**src/rtl/idal_pkg.sv**
```systemverilog
`default_nettype none

package idal_pkg;

    // Number of identifiers handed out; ids run from 1 to MAX_IDS.
    localparam int MAX_IDS = 256;

    // Width of an id, of the stack depth and of the live count.
    localparam int ID_W = 9;

    // Address width of the free stack memory.
    localparam int STACK_AW = $clog2(MAX_IDS);

    localparam int STATUS_W = 3;

    localparam logic [ID_W-1:0] MAX_ID = ID_W'(MAX_IDS);

    localparam logic [STATUS_W-1:0] ST_OK       = 3'd0;
    localparam logic [STATUS_W-1:0] ST_OVERFLOW = 3'd1;
    localparam logic [STATUS_W-1:0] ST_ZERO     = 3'd2;
    localparam logic [STATUS_W-1:0] ST_UNKNOWN  = 3'd3;
    localparam logic [STATUS_W-1:0] ST_DISABLED = 3'd4;

    localparam logic MODE_ALLOC = 1'b0;
    localparam logic MODE_FREE  = 1'b1;

    typedef struct packed {
        logic            push;
        logic            pop;
        logic [ID_W-1:0] push_id;
    } stack_cmd_t;

    typedef struct packed {
        logic            nonempty;
        logic [ID_W-1:0] tos;
    } stack_stat_t;

    typedef struct packed {
        logic [ID_W-1:0]     assigned_id;
        logic [STATUS_W-1:0] status;
        logic [ID_W-1:0]     live_count;
    } rsp_t;

endpackage

`default_nettype wire

```
**src/rtl/idal_if.sv**
```systemverilog
`default_nettype none

interface idal_req_if;
    logic                        valid;
    logic                        ready;
    logic                        mode;
    logic [idal_pkg::ID_W-1:0]   freed_id;

    modport source (output valid, output mode, output freed_id, input ready);
    modport sink   (input valid, input mode, input freed_id, output ready);
endinterface

interface idal_rsp_if;
    logic                          valid;
    logic                          ready;
    logic [idal_pkg::ID_W-1:0]     assigned_id;
    logic [idal_pkg::STATUS_W-1:0] status;
    logic [idal_pkg::ID_W-1:0]     live_count;

    modport source (output valid, output assigned_id, output status, output live_count,
                    input ready);
    modport sink   (input valid, input assigned_id, input status, input live_count,
                    output ready);
endinterface

interface idal_cfg_if;
    logic valid;
    logic ready;
    logic data;

    modport source (output valid, output data, input ready);
    modport sink   (input valid, input data, output ready);
endinterface

`default_nettype wire

```
**src/rtl/id_allocator_free_stack.sv**
```systemverilog
// Channel  Role    Handshake      Payload
// req      sink    valid/ready    mode, freed_id
// rsp      source  valid/ready    assigned_id, status, live_count
// cfg      sink    valid/ready    data (enable)
//
// One request is taken per cycle while req.ready is high; its result comes from
// the output register. The free stack keeps its top two entries in registers,
// so pops and pushes run every cycle despite the registered memory read.
// Reset clears the live marks, counters and stack depth at once; no sweep.
// A stalled result parks in a skid slot; req.ready drops only while it is full.
`default_nettype none

module id_allocator_free_stack (
    input  wire logic clk,
    input  wire logic rst_n,
    idal_req_if.sink  req,
    idal_rsp_if.source rsp,
    idal_cfg_if.sink  cfg
);

    idal_pkg::stack_cmd_t  stack_cmd;
    idal_pkg::stack_stat_t stack_stat;
    idal_pkg::rsp_t        result;
    idal_pkg::rsp_t        rsp_data;
    logic                  req_ready;
    logic                  req_fire;

    assign req.ready = req_ready;
    assign req_fire  = req.valid && req_ready;
    assign cfg.ready = 1'b1;

    idal_ctrl u_ctrl (
        .clk        (clk),
        .rst_n      (rst_n),
        .fire       (req_fire),
        .mode       (req.mode),
        .freed_id   (req.freed_id),
        .cfg_write  (cfg.valid),
        .cfg_data   (cfg.data),
        .stack_stat (stack_stat),
        .stack_cmd  (stack_cmd),
        .rsp        (result)
    );

    idal_stack u_stack (
        .clk   (clk),
        .rst_n (rst_n),
        .cmd   (stack_cmd),
        .stat  (stack_stat)
    );

    idal_skid u_skid (
        .clk       (clk),
        .rst_n     (rst_n),
        .in_valid  (req.valid),
        .in_ready  (req_ready),
        .in_data   (result),
        .out_valid (rsp.valid),
        .out_ready (rsp.ready),
        .out_data  (rsp_data)
    );

    assign rsp.assigned_id = rsp_data.assigned_id;
    assign rsp.status      = rsp_data.status;
    assign rsp.live_count  = rsp_data.live_count;

endmodule

`default_nettype wire

```
**src/rtl/idal_stack.sv**
```systemverilog
`default_nettype none

module idal_stack (
    input  wire logic                  clk,
    input  wire logic                  rst_n,
    input  wire idal_pkg::stack_cmd_t  cmd,
    output idal_pkg::stack_stat_t      stat
);

    localparam int ID_W = idal_pkg::ID_W;
    localparam int AW   = idal_pkg::STACK_AW;

    // The top entry lives in tos_reg and the one below it in nos_reg, so a pop
    // never waits on the memory. The memory holds entries 0 .. top-2.
    logic [ID_W-1:0] mem [idal_pkg::MAX_IDS];

    logic [ID_W-1:0] top_reg;
    logic [ID_W-1:0] top_next;
    logic [ID_W-1:0] tos_reg;
    logic [ID_W-1:0] tos_next;
    logic [ID_W-1:0] nos_reg;
    logic [ID_W-1:0] waddr_full;
    logic [ID_W-1:0] raddr_full;
    logic [AW-1:0]   waddr;
    logic [AW-1:0]   raddr;
    logic            we;

    always_comb
    begin
        top_next = top_reg;
        tos_next = tos_reg;
        if (cmd.push)
        begin
            top_next = top_reg + ID_W'(1);
            tos_next = cmd.push_id;
        end
        else if (cmd.pop)
        begin
            top_next = top_reg - ID_W'(1);
            tos_next = nos_reg;
        end
    end

    assign we         = cmd.push && (top_reg != '0);
    assign waddr_full = top_reg - ID_W'(1);
    assign waddr      = waddr_full[AW-1:0];
    // Below-top entry after this beat; its value is unused while the stack
    // holds fewer than two entries.
    assign raddr_full = top_next - ID_W'(2);
    assign raddr      = raddr_full[AW-1:0];

    always_ff @(posedge clk or negedge rst_n)
    begin
        if (!rst_n)
        begin
            top_reg <= '0;
        end
        else
        begin
            top_reg <= top_next;
        end
    end

    always_ff @(posedge clk)
    begin
        tos_reg <= tos_next;
        if (we)
        begin
            mem[waddr] <= tos_reg;
        end
        // On a push the entry just written is the new below-top entry.
        if (we && (waddr == raddr))
        begin
            nos_reg <= tos_reg;
        end
        else
        begin
            nos_reg <= mem[raddr];
        end
    end

    assign stat.nonempty = (top_reg != '0);
    assign stat.tos      = tos_reg;

endmodule

`default_nettype wire

```
**src/rtl/idal_ctrl.sv**
```systemverilog
`default_nettype none

module idal_ctrl (
    input  wire logic                          clk,
    input  wire logic                          rst_n,
    input  wire logic                          fire,
    input  wire logic                          mode,
    input  wire logic [idal_pkg::ID_W-1:0]     freed_id,
    input  wire logic                          cfg_write,
    input  wire logic                          cfg_data,
    input  wire idal_pkg::stack_stat_t         stack_stat,
    output idal_pkg::stack_cmd_t               stack_cmd,
    output idal_pkg::rsp_t                     rsp
);

    localparam int ID_W = idal_pkg::ID_W;

    logic                       enable_reg;
    logic [ID_W-1:0]            high_water_reg;
    logic [ID_W-1:0]            high_water_next;
    logic [idal_pkg::MAX_IDS:0] live_mark_reg;
    logic [idal_pkg::MAX_IDS:0] live_mark_next;
    logic [ID_W-1:0]            live_total_reg;
    logic [ID_W-1:0]            live_total_next;
    logic                       id_in_range;
    logic                       id_live;

    assign id_in_range = (freed_id <= idal_pkg::MAX_ID);
    assign id_live     = id_in_range && live_mark_reg[freed_id];

    always_comb
    begin
        high_water_next   = high_water_reg;
        live_mark_next    = live_mark_reg;
        live_total_next   = live_total_reg;
        stack_cmd.push    = 1'b0;
        stack_cmd.pop     = 1'b0;
        stack_cmd.push_id = freed_id;
        rsp.assigned_id   = '0;
        rsp.status        = idal_pkg::ST_OK;

        if (!enable_reg)
        begin
            rsp.status = idal_pkg::ST_DISABLED;
        end
        else if (mode == idal_pkg::MODE_ALLOC)
        begin
            priority if (stack_stat.nonempty)
            begin
                stack_cmd.pop   = fire;
                rsp.assigned_id = stack_stat.tos;
            end
            else if (high_water_reg >= idal_pkg::MAX_ID)
            begin
                rsp.status = idal_pkg::ST_OVERFLOW;
            end
            else
            begin
                high_water_next = high_water_reg + ID_W'(1);
                rsp.assigned_id = high_water_next;
            end
            // Ids popped or freshly minted are never live, so the mark is set
            // and the total grows on every successful allocate.
            if (rsp.status == idal_pkg::ST_OK)
            begin
                live_mark_next[rsp.assigned_id] = 1'b1;
                live_total_next                 = live_total_reg + ID_W'(1);
            end
        end
        else
        begin
            priority if (freed_id == '0)
            begin
                rsp.status = idal_pkg::ST_ZERO;
            end
            else if (!id_live)
            begin
                rsp.status = idal_pkg::ST_UNKNOWN;
            end
            else
            begin
                live_mark_next[freed_id] = 1'b0;
                live_total_next          = live_total_reg - ID_W'(1);
                stack_cmd.push           = fire;
            end
        end

        rsp.live_count = live_total_next;
    end

    always_ff @(posedge clk or negedge rst_n)
    begin
        if (!rst_n)
        begin
            enable_reg     <= 1'b1;
            high_water_reg <= '0;
            live_mark_reg  <= '0;
            live_total_reg <= '0;
        end
        else
        begin
            if (cfg_write)
            begin
                enable_reg <= cfg_data;
            end
            if (fire)
            begin
                high_water_reg <= high_water_next;
                live_mark_reg  <= live_mark_next;
                live_total_reg <= live_total_next;
            end
        end
    end

endmodule

`default_nettype wire

```
**src/rtl/idal_skid.sv**
```systemverilog
`default_nettype none

module idal_skid (
    input  wire logic            clk,
    input  wire logic            rst_n,
    input  wire logic            in_valid,
    output logic                 in_ready,
    input  wire idal_pkg::rsp_t  in_data,
    output logic                 out_valid,
    input  wire logic            out_ready,
    output idal_pkg::rsp_t       out_data
);

    logic           main_valid_reg;
    logic           main_valid_next;
    idal_pkg::rsp_t main_reg;
    idal_pkg::rsp_t main_next;
    logic           skid_valid_reg;
    logic           skid_valid_next;
    idal_pkg::rsp_t skid_reg;
    idal_pkg::rsp_t skid_next;
    logic           in_fire;

    assign in_ready = !skid_valid_reg;
    assign in_fire  = in_valid && in_ready;

    always_comb
    begin
        main_valid_next = main_valid_reg;
        main_next       = main_reg;
        skid_valid_next = skid_valid_reg;
        skid_next       = skid_reg;
        if (out_ready || !main_valid_reg)
        begin
            priority if (skid_valid_reg)
            begin
                main_next       = skid_reg;
                main_valid_next = 1'b1;
                skid_valid_next = 1'b0;
            end
            else if (in_fire)
            begin
                main_next       = in_data;
                main_valid_next = 1'b1;
            end
            else
            begin
                main_valid_next = 1'b0;
            end
        end
        else if (in_fire)
        begin
            // The output is stalled, so the new beat waits in the skid slot.
            skid_next       = in_data;
            skid_valid_next = 1'b1;
        end
    end

    always_ff @(posedge clk or negedge rst_n)
    begin
        if (!rst_n)
        begin
            main_valid_reg <= 1'b0;
            skid_valid_reg <= 1'b0;
        end
        else
        begin
            main_valid_reg <= main_valid_next;
            skid_valid_reg <= skid_valid_next;
        end
    end

    always_ff @(posedge clk)
    begin
        main_reg <= main_next;
        skid_reg <= skid_next;
    end

    assign out_valid = main_valid_reg;
    assign out_data  = main_reg;

endmodule

`default_nettype wire

```
**src/flat_wrapper.sv**
```systemverilog
// flat-port wrapper written by rule: the top's interface ports become plain ports
module id_allocator_free_stack_flat 
  (clk, rst_n, req_valid, req_mode, req_freed_id, req_ready, rsp_valid, rsp_assigned_id, rsp_status, rsp_live_count, rsp_ready, cfg_valid, cfg_data, cfg_ready);
  idal_req_if req_i ();
  idal_rsp_if rsp_i ();
  idal_cfg_if cfg_i ();
  input  wire logic clk;
  input  wire logic rst_n;
  input wire logic [$bits(req_i.valid)-1:0] req_valid;
  input wire logic [$bits(req_i.mode)-1:0] req_mode;
  input wire logic [$bits(req_i.freed_id)-1:0] req_freed_id;
  output wire logic [$bits(req_i.ready)-1:0] req_ready;
  output wire logic [$bits(rsp_i.valid)-1:0] rsp_valid;
  output wire logic [$bits(rsp_i.assigned_id)-1:0] rsp_assigned_id;
  output wire logic [$bits(rsp_i.status)-1:0] rsp_status;
  output wire logic [$bits(rsp_i.live_count)-1:0] rsp_live_count;
  input wire logic [$bits(rsp_i.ready)-1:0] rsp_ready;
  input wire logic [$bits(cfg_i.valid)-1:0] cfg_valid;
  input wire logic [$bits(cfg_i.data)-1:0] cfg_data;
  output wire logic [$bits(cfg_i.ready)-1:0] cfg_ready;
  assign req_i.valid = req_valid;
  assign req_i.mode = req_mode;
  assign req_i.freed_id = req_freed_id;
  assign req_ready = req_i.ready;
  assign rsp_valid = rsp_i.valid;
  assign rsp_assigned_id = rsp_i.assigned_id;
  assign rsp_status = rsp_i.status;
  assign rsp_live_count = rsp_i.live_count;
  assign rsp_i.ready = rsp_ready;
  assign cfg_i.valid = cfg_valid;
  assign cfg_i.data = cfg_data;
  assign cfg_ready = cfg_i.ready;
  id_allocator_free_stack u_core (.clk(clk), .rst_n(rst_n), .req(req_i), .rsp(rsp_i), .cfg(cfg_i));
endmodule
```
**config.mk**
```make
export PLATFORM = sky130hd
export DESIGN_NAME = id_allocator_free_stack_flat
export DESIGN_NICKNAME = d
export VERILOG_FILES = /design/src/rtl/idal_pkg.sv /design/src/rtl/idal_if.sv /design/src/rtl/id_allocator_free_stack.sv /design/src/rtl/idal_stack.sv /design/src/rtl/idal_ctrl.sv /design/src/rtl/idal_skid.sv /design/src/flat_wrapper.sv
export SDC_FILE = /design/constraint.sdc
export NUM_CORES = 2
export LEC_CHECK = 0
export ABC_CLOCK_PERIOD_IN_PS = 6300
export BUFFER_PORTS_ARGS = -buffer_cell sky130_fd_sc_hd__buf_2
export CORE_MARGIN = 2
export CORE_UTILIZATION = 40
export CTS_CLUSTER_SIZE = 25
export DETAILED_ROUTE_END_ITERATION = 8
export HOLD_SLACK_MARGIN = 0.12
export SETUP_SLACK_MARGIN = 0.4
export SLEW_MARGIN = 20
export SYNTH_ARGS = -nofsm -noshare
export SYNTH_HDL_FRONTEND = slang
export SYNTH_SLANG_ARGS = --single-unit
```
**constraint.sdc**
```tcl
create_clock -name clk -period 6.3 [get_ports clk]
set_input_delay 0.315 -clock clk [delete_from_list [all_inputs] [get_ports clk]]
set_output_delay 0.315 -clock clk [all_outputs]
set_load 0.01 [all_outputs]
```
-- Word level (Yosys, flattened, before mapping)
Memories as Yosys holds them, arrays and structs flattened. A register that Yosys moved wholly into a read port is not among the register bits.
Index checks and enable logic that the tools add are counted.
- word-level logic and storage cells: 102
- memories: 1
- output and inout bits: 24
- flip-flop bits (word level): 338
- bits of input ports: 16
- bits in writable memories: 2304
- reductions and logical operators: 19
- equality and inequality tests: 2
- muxes and demuxes: 47
- bitwise logic cells: 7
- $add $sub $neg: 6
- $lt $le $gt $ge: 6
- memories (name ; words ; width ; read ports ; clocked after Yosys merged registers in ; wr ports ; RTL line ; RTL):
    u_core.u_stack.mem ; 256 ; 9 ; 1 ; 1 ; 1 ; idal_stack.sv:15 ; logic [ID_W-1:0] mem [idal_pkg::MAX_IDS];
- operators with widths (cell ; count):
    two-way mux 257 bit ; 4
    AND 257 bit ; 1
    inverter 257 bit ; 1
    OR 257 bit ; 1
    two-way mux 9 bit ; 15
    two-way mux 21 bit ; 2
    adder 9 x 1 -> 9 bit, second input constant ; 3
    less-than comparator 9 x 10 -> 1 bit, second input constant ; 2
    demux 1 bit (select 9 bit) ; 2
    greater-or-equal comparator 9 x 1 -> 1 bit, second input constant ; 2
    subtractor 9 x 1 -> 9 bit, second input constant ; 2
    two-way mux 1 bit ; 16
    two-way mux 3 bit ; 4
    AND reduction 5 bit ; 2
    binary-select mux 1 bit (select 9 bit) ; 1
    greater-or-equal comparator 9 bit, second input constant ; 1
    <= comparator 9 bit, second input constant ; 1
    logical NOT 9 bit ; 1
    nonzero test 9 bit ; 1
    nonzero test 2 bit ; 4
    subtractor 8 x 2 -> 8 bit, second input constant ; 1
    two-way mux 2 bit ; 3
    logical AND 1 bit ; 5
    inverter 1 bit ; 4
    other kinds (6) ; 8

-- Depth between registers and ports, before layout
- word-level depth: 12
- gate-level depth with buffers: 19

-- Hierarchy
Synthesis repeated with hierarchy kept, for this count alone.
- cells, all modules: 6215
- area, all modules: 107365.5 sq um
- modules (own cells, without submodules) (module ; area each (sq um) ; cells an instance ; instances):
    idal_stack ; 90715.8 ; 4662 ; 1
    idal_ctrl ; 14945.6 ; 1475 ; 1
    idal_skid ; 1686.6 ; 75 ; 1
    id_allocator_free_stack ; 17.5 ; 3 ; 1

-- Worst setup path after synthesis
OpenSTA, ideal clock, no wires.
- kind: register to register
- start point: reg u_core.u_stack.tos_reg[7]
- end point: reg u_core.u_ctrl.live_mark_reg[222] in the netlist's numbering
- stages on the path, launching flop included: 6
- period minus slack after synthesis: 5199 ps
- path buffers: 1
- arrival: 5116 ps
- data required time: 6217 ps
- setup slack: 1101 ps
- library setup time: 83 ps
- cells stage by stage: edfxtp_1 a22oi_1 nor3_1 nand2_1 clkbuf_1 o21ai_0
- cells in the longest elaborated chain, start to end: 10
- ends and longest elaborated chain (what ; RTL line ; RTL):
    start: declaration ; idal_stack.sv:19 ; logic [ID_W-1:0] tos_reg;
    start signal: assignment ; idal_stack.sv:66 ; tos_reg <= tos_next;
    two-way mux 9 bit (*) ; idal_ctrl.sv:48 ; priority if (stack_stat.nonempty)
    two-way mux 9 bit (*) ; idal_ctrl.sv:46 ; else if (mode == idal_pkg::MODE_ALLOC)
    two-way mux 9 bit (*) ; idal_ctrl.sv:42 ; if (!enable_reg)
    less-than comparator 9 x 10 -> 1 bit (implied by the code) / greater-or-equal comparator 9 x 1 -> 1 bit (equally long branches) ; idal_ctrl.sv:66 ; live_mark_next[rsp.assigned_id] = 1'b1;
    logical AND 1 bit (implied by the code) ; idal_ctrl.sv:66 ;
    two-way mux 1 bit (implied by the code) ; idal_ctrl.sv:66 ;
    demux 1 bit (select 9 bit) (*) ; idal_ctrl.sv:66 ;
    OR 257 bit (no source line) (*) ; -- ;
    two-way mux 257 bit (*) ; idal_ctrl.sv:64 ; if (rsp.status == idal_pkg::ST_OK)
    two-way mux 257 bit (*) ; idal_ctrl.sv:46 ;
    end signal: assignment ; idal_ctrl.sv:109 ; live_mark_reg <= live_mark_next;
    end: declaration ; idal_ctrl.sv:21 ; logic [idal_pkg::MAX_IDS:0] live_mark_reg;
Mark *: on every way between the ends. The rest lies on a longest branch, timed or not. The select of a mux whose other input is x is not followed.
A chain may end at the register's enable or synchronous reset.

-- Worst setup path in the final report
- start point: reg u_core.u_stack.top_reg[0]
- end point: reg u_core.u_ctrl.live_mark_reg[26] in the netlist's numbering
- cells in the longest elaborated chain, start to end: 11
- ends and longest elaborated chain (what ; RTL line ; RTL):
    start: declaration ; idal_stack.sv:17 ; logic [ID_W-1:0] top_reg;
    start signal: assignment ; idal_stack.sv:60 ; top_reg <= top_next;
    nonzero test 9 bit (*) ; idal_stack.sv:82 ; assign stat.nonempty = (top_reg != '0);
    two-way mux 9 bit ; idal_ctrl.sv:48 ;
    two-way mux 9 bit ; idal_ctrl.sv:46 ;
    two-way mux 9 bit ; idal_ctrl.sv:42 ;
    less-than comparator 9 x 10 -> 1 bit (implied by the code) / greater-or-equal comparator 9 x 1 -> 1 bit (equally long branches) ; idal_ctrl.sv:66 ;
    logical AND 1 bit (implied by the code) ; idal_ctrl.sv:66 ;
    two-way mux 1 bit (implied by the code) ; idal_ctrl.sv:66 ;
    demux 1 bit (select 9 bit) ; idal_ctrl.sv:66 ;
    OR 257 bit (no source line) ; -- ;
    two-way mux 257 bit ; idal_ctrl.sv:64 ;
    two-way mux 257 bit ; idal_ctrl.sv:46 ;
Marks and branches as above.

==> results.cfg <==
[drt]
vias = 52400
drt_iter0_markers = 6053
first_pass_iters = 6
drt-total-wl_mm = 259
drc = 0
wl_per_cell_um = 28.6
vias_per_cell = 5.79
antenna_left = 0

[critical_path]
cp-start-kind = register
required_ns = 6.99
cp-end-kind = register
crit_fanout = 21
crit_type = reg -> reg
critical_path_arrival_ns = 5.83

[clock_network]
cts_setup_buffers = 0
cts_root_buffer = clkbuf_16
cts_resized = 0
ctsLongestPathBuffers = 4
cts.sink_count = 2650
cts_buffers = 272
clkTransAtPathRegs_ns = 0.06
h-tree-depth = 5
ctsHoldBuffers = 10
cts_tree = yes
clock_latency_ns = 0.85

[pwr]
pwr-share-clk_pct = 32.1
leakage_nw = 37.5
seq_power_share_pct = 41.8
intPower_mw = 34.4
peakVddDrop_mv = 0.283
pwr-share-comb_pct = 26.1
power.switching_mw = 14.0
power_density_nw_per_um2 = 409
p_sw_share_pct = 28.8
p_total_mw = 48.4

[synth]
ys_warn_count = 0
ys_ff_latch = 2650
synth-xor-area-share_pct = 0.342
muxShareOfSynthArea_pct = 18.1
synth-simple-area-share_pct = 2.56
synth_async_sr_flop_share_pct = 10.8
ys.flop_type = edfxtp_1
ys_types = 65
synth_top_family_by_area = multiplexers
syn_area_um2 = 105000
ys_seq_area_share_pct = 74.3
synth_compound_area_share_pct = 3.30
synth_nets = 5250
synth_adder_area_share_pct = 0.131
syn_area_per_cell_um2 = 20.1
synthCells = 5223
synth_edf_count = 2355

[grt]
grt-ovfl-total = 0
track_usage_pct = 19.4
grt_max_degree = 188
grt_pass1_wl_mm = 379
grt_pass1_vias = 52900
antenna_found_initial = 6

[sta]
final-setup-viol-count = 0
period_needed_ns = 5.14
worst_pin_slew_ns = 1.18
fin_setup_tns_ns = 0
rsz0062_at_grt = false
max-slew-margin-rel_pct = 21.0
finalHoldViolCount = 0
slew_violations = 0
fmax_mhz = 195
clock_skew_ns = 0.0458
hold_ws_ns = 0.139
post-route-period-util_pct = 81.6

[place]
dp_hpwl_mm = 155
dp.cells = 8571
port_buffers = 38
place_congestion = 0.866
dpl_cell_area_um2 = 110000

[floorplanning]
chipHeight_um = 517
coreArea_um2 = 262000
dieArea_um2 = 267000
initial_core_util_pct = 40.1
die_w_um = 517
num_io_pins = 40
rows = 188

[layout]
largest_reg_flops = 2304
syn_to_final_growth_pct = 12.5
nNetsFinal = 5367
fin_area_um2 = 118000
drive_gt1_share_pct = 24.4
instances_no_fill = 9052

[min_path]
hp-class = in -> async

[run_status]
status = completed

[job]
maxCapViolCount = 0
per-stage QoR:
step,setup slack (ns),util [%]
final,1.16,45.2
after global routing,0.787,45.2
after CTS,1.27,45.2
after detailed placement,0.614,41.9
after global placement,0.725,41.9
after floorplan,1.10,-
cell families (layout without fill, tap and decap cells):
logic type | after synthesis | count (layout)
adder cells (fa/ha/maj) | 11 | 11
flip-flops | 2650 | 2650
AO/OA/AOI/OAI | 648 | 648
XOR/XNOR | 41 | 41
multiplexers | 895 | 895
buffers and inverters | 346 | 658
other | 1 | 3
AND/OR/NAND/NOR | 631 | 631
layout by cell type (no fill, tap or decap), types with 7 or more instances in the layout:
cell type,count
buf_2,36
dlygate4sd3_1,10
nand3_1,16
xor2_1,12
bufinv_16,16
dfrtp_1,286
edfxtp_1,2355
buf_12,28
mux4_1,7
mux2i_1,75
clkinvlp_4,7
xnor2_1,29
ha_1,11
clkinv_1,48
nor3_1,20
nand4_1,13
nor2b_1,7
inv_1,21
nand2b_1,16
clkinv_2,27
and3_1,11
o31ai_1,13
a22oi_1,26
nor2_1,314
inv_6,7
mux4_2,789
o211ai_1,8
mux2_2,24
o21ai_0,534
clkbuf_1,67
buf_4,91
a21oi_1,31
nand2_1,192
clkbuf_16,284
worst paths after layout:
path	start	to	slack (ns)	depth (start not counted)
worst max-delay path	u_core.u_stack.top_reg[0]	u_core.u_ctrl.live_mark_reg[26]	1.16	11
worst min-delay path	rst_n	u_core.u_ctrl.live_mark_reg[201]	0.14	2
worst max register to register	u_core.u_stack.top_reg[0]	u_core.u_ctrl.live_mark_reg[26]	1.16	11
worst min register to register	u_core.u_ctrl.live_mark_reg[0]	u_core.u_ctrl.live_mark_reg[0]	0.47	1
max in group asynchronous	rst_n	u_core.u_ctrl.live_mark_reg[158]	4.66	3
min in group clk	req_freed_id[3]	u_core.u_stack.tos_reg[3]	0.23	3
area by class of cell:
class                           count  area [µm²]
Clock inverter                    112        1010
Fill cell                       21900      144000
Sequential cell                  2650       78100
Multi-Input combinational cell   2227       25700
Clock buffer                      357        7440
Timing Repair Buffer              167        1550
Antenna cell                        2        5.00
Inverter                           22        82.6
Tap cell                         3515        4400
cells in the mapped netlist (all sizes together), types with 2 or more instances:
library cell | count | area, µm²
inv | 21 | 78.8
a311o | 2 | 20.0
and3 | 11 | 68.8
a21oi | 31 | 155
dfxtp | 8 | 160
nand3b | 2 | 15.0
o21ai | 537 | 2690
nand4b | 3 | 26.3
nand4 | 14 | 103
a31oi | 5 | 31.3
and2 | 4 | 25.0
and4 | 3 | 26.3
buf | 100 | 467
or2 | 3 | 18.8
edfxtp | 2355 | 70700
nand3 | 17 | 85.1
nand2 | 195 | 732
mux2 | 24 | 270
xnor2 | 29 | 254
o211ai | 8 | 60.1
o31ai | 13 | 97.6
o22ai | 6 | 37.5
o21a | 2 | 15.0
mux4 | 796 | 18000
nor2b | 8 | 50.1
nor3 | 20 | 100
nor3b | 5 | 47.5
a41oi | 2 | 25.0
a22o | 3 | 26.3
clkbuf | 224 | 841
nor4 | 8 | 62.6
a221oi | 3 | 26.3
xor2 | 12 | 105
nand2b | 16 | 100
or3 | 4 | 25.0
mux2i | 75 | 751
dfrtp | 286 | 7160
a22oi | 26 | 195
ha | 11 | 138
o31a | 2 | 17.5
nor2 | 315 | 1180
power by group through the flow:
stage / Combinational (mW) / Clock, mW / Sequential [mW]
5_1_grt: 13.2 / 16.5 / 20.3
6_report: 12.6 / 15.5 / 20.2
3_5_place_dp: 12.8 / 0 / 20.6
3_3_place_gp: 12.7 / 0 / 20.6
4_1_cts: 12.8 / 15.8 / 20.2
2_1_floorplan: 7.94 / 0 / 20.6
per-layer routing:
metal	up-vias	global-route usage (%)	wire length, µm
met3	372	3.14	17200
met4	2	4.65	6410
li1	21700	-	-
met2	2074	30.4	123000
met1	28300	28.4	113000
met5	-	0	13
critical path, cell delays in order, from the launching register on:
cell and delay (ns):
dfrtp_1 0.46, inv_1 0.17, ha_1 0.35, nor3b_1 0.38, nand2_1 0.22, nor3_1 0.26, nand2b_1 0.44, nor3b_1 0.32
a21oi_1 0.14, nor3_1 0.73, nand4_1 1.02, o21ai_0 0.49
No activity file was read; power rests on OpenSTA's default activity.
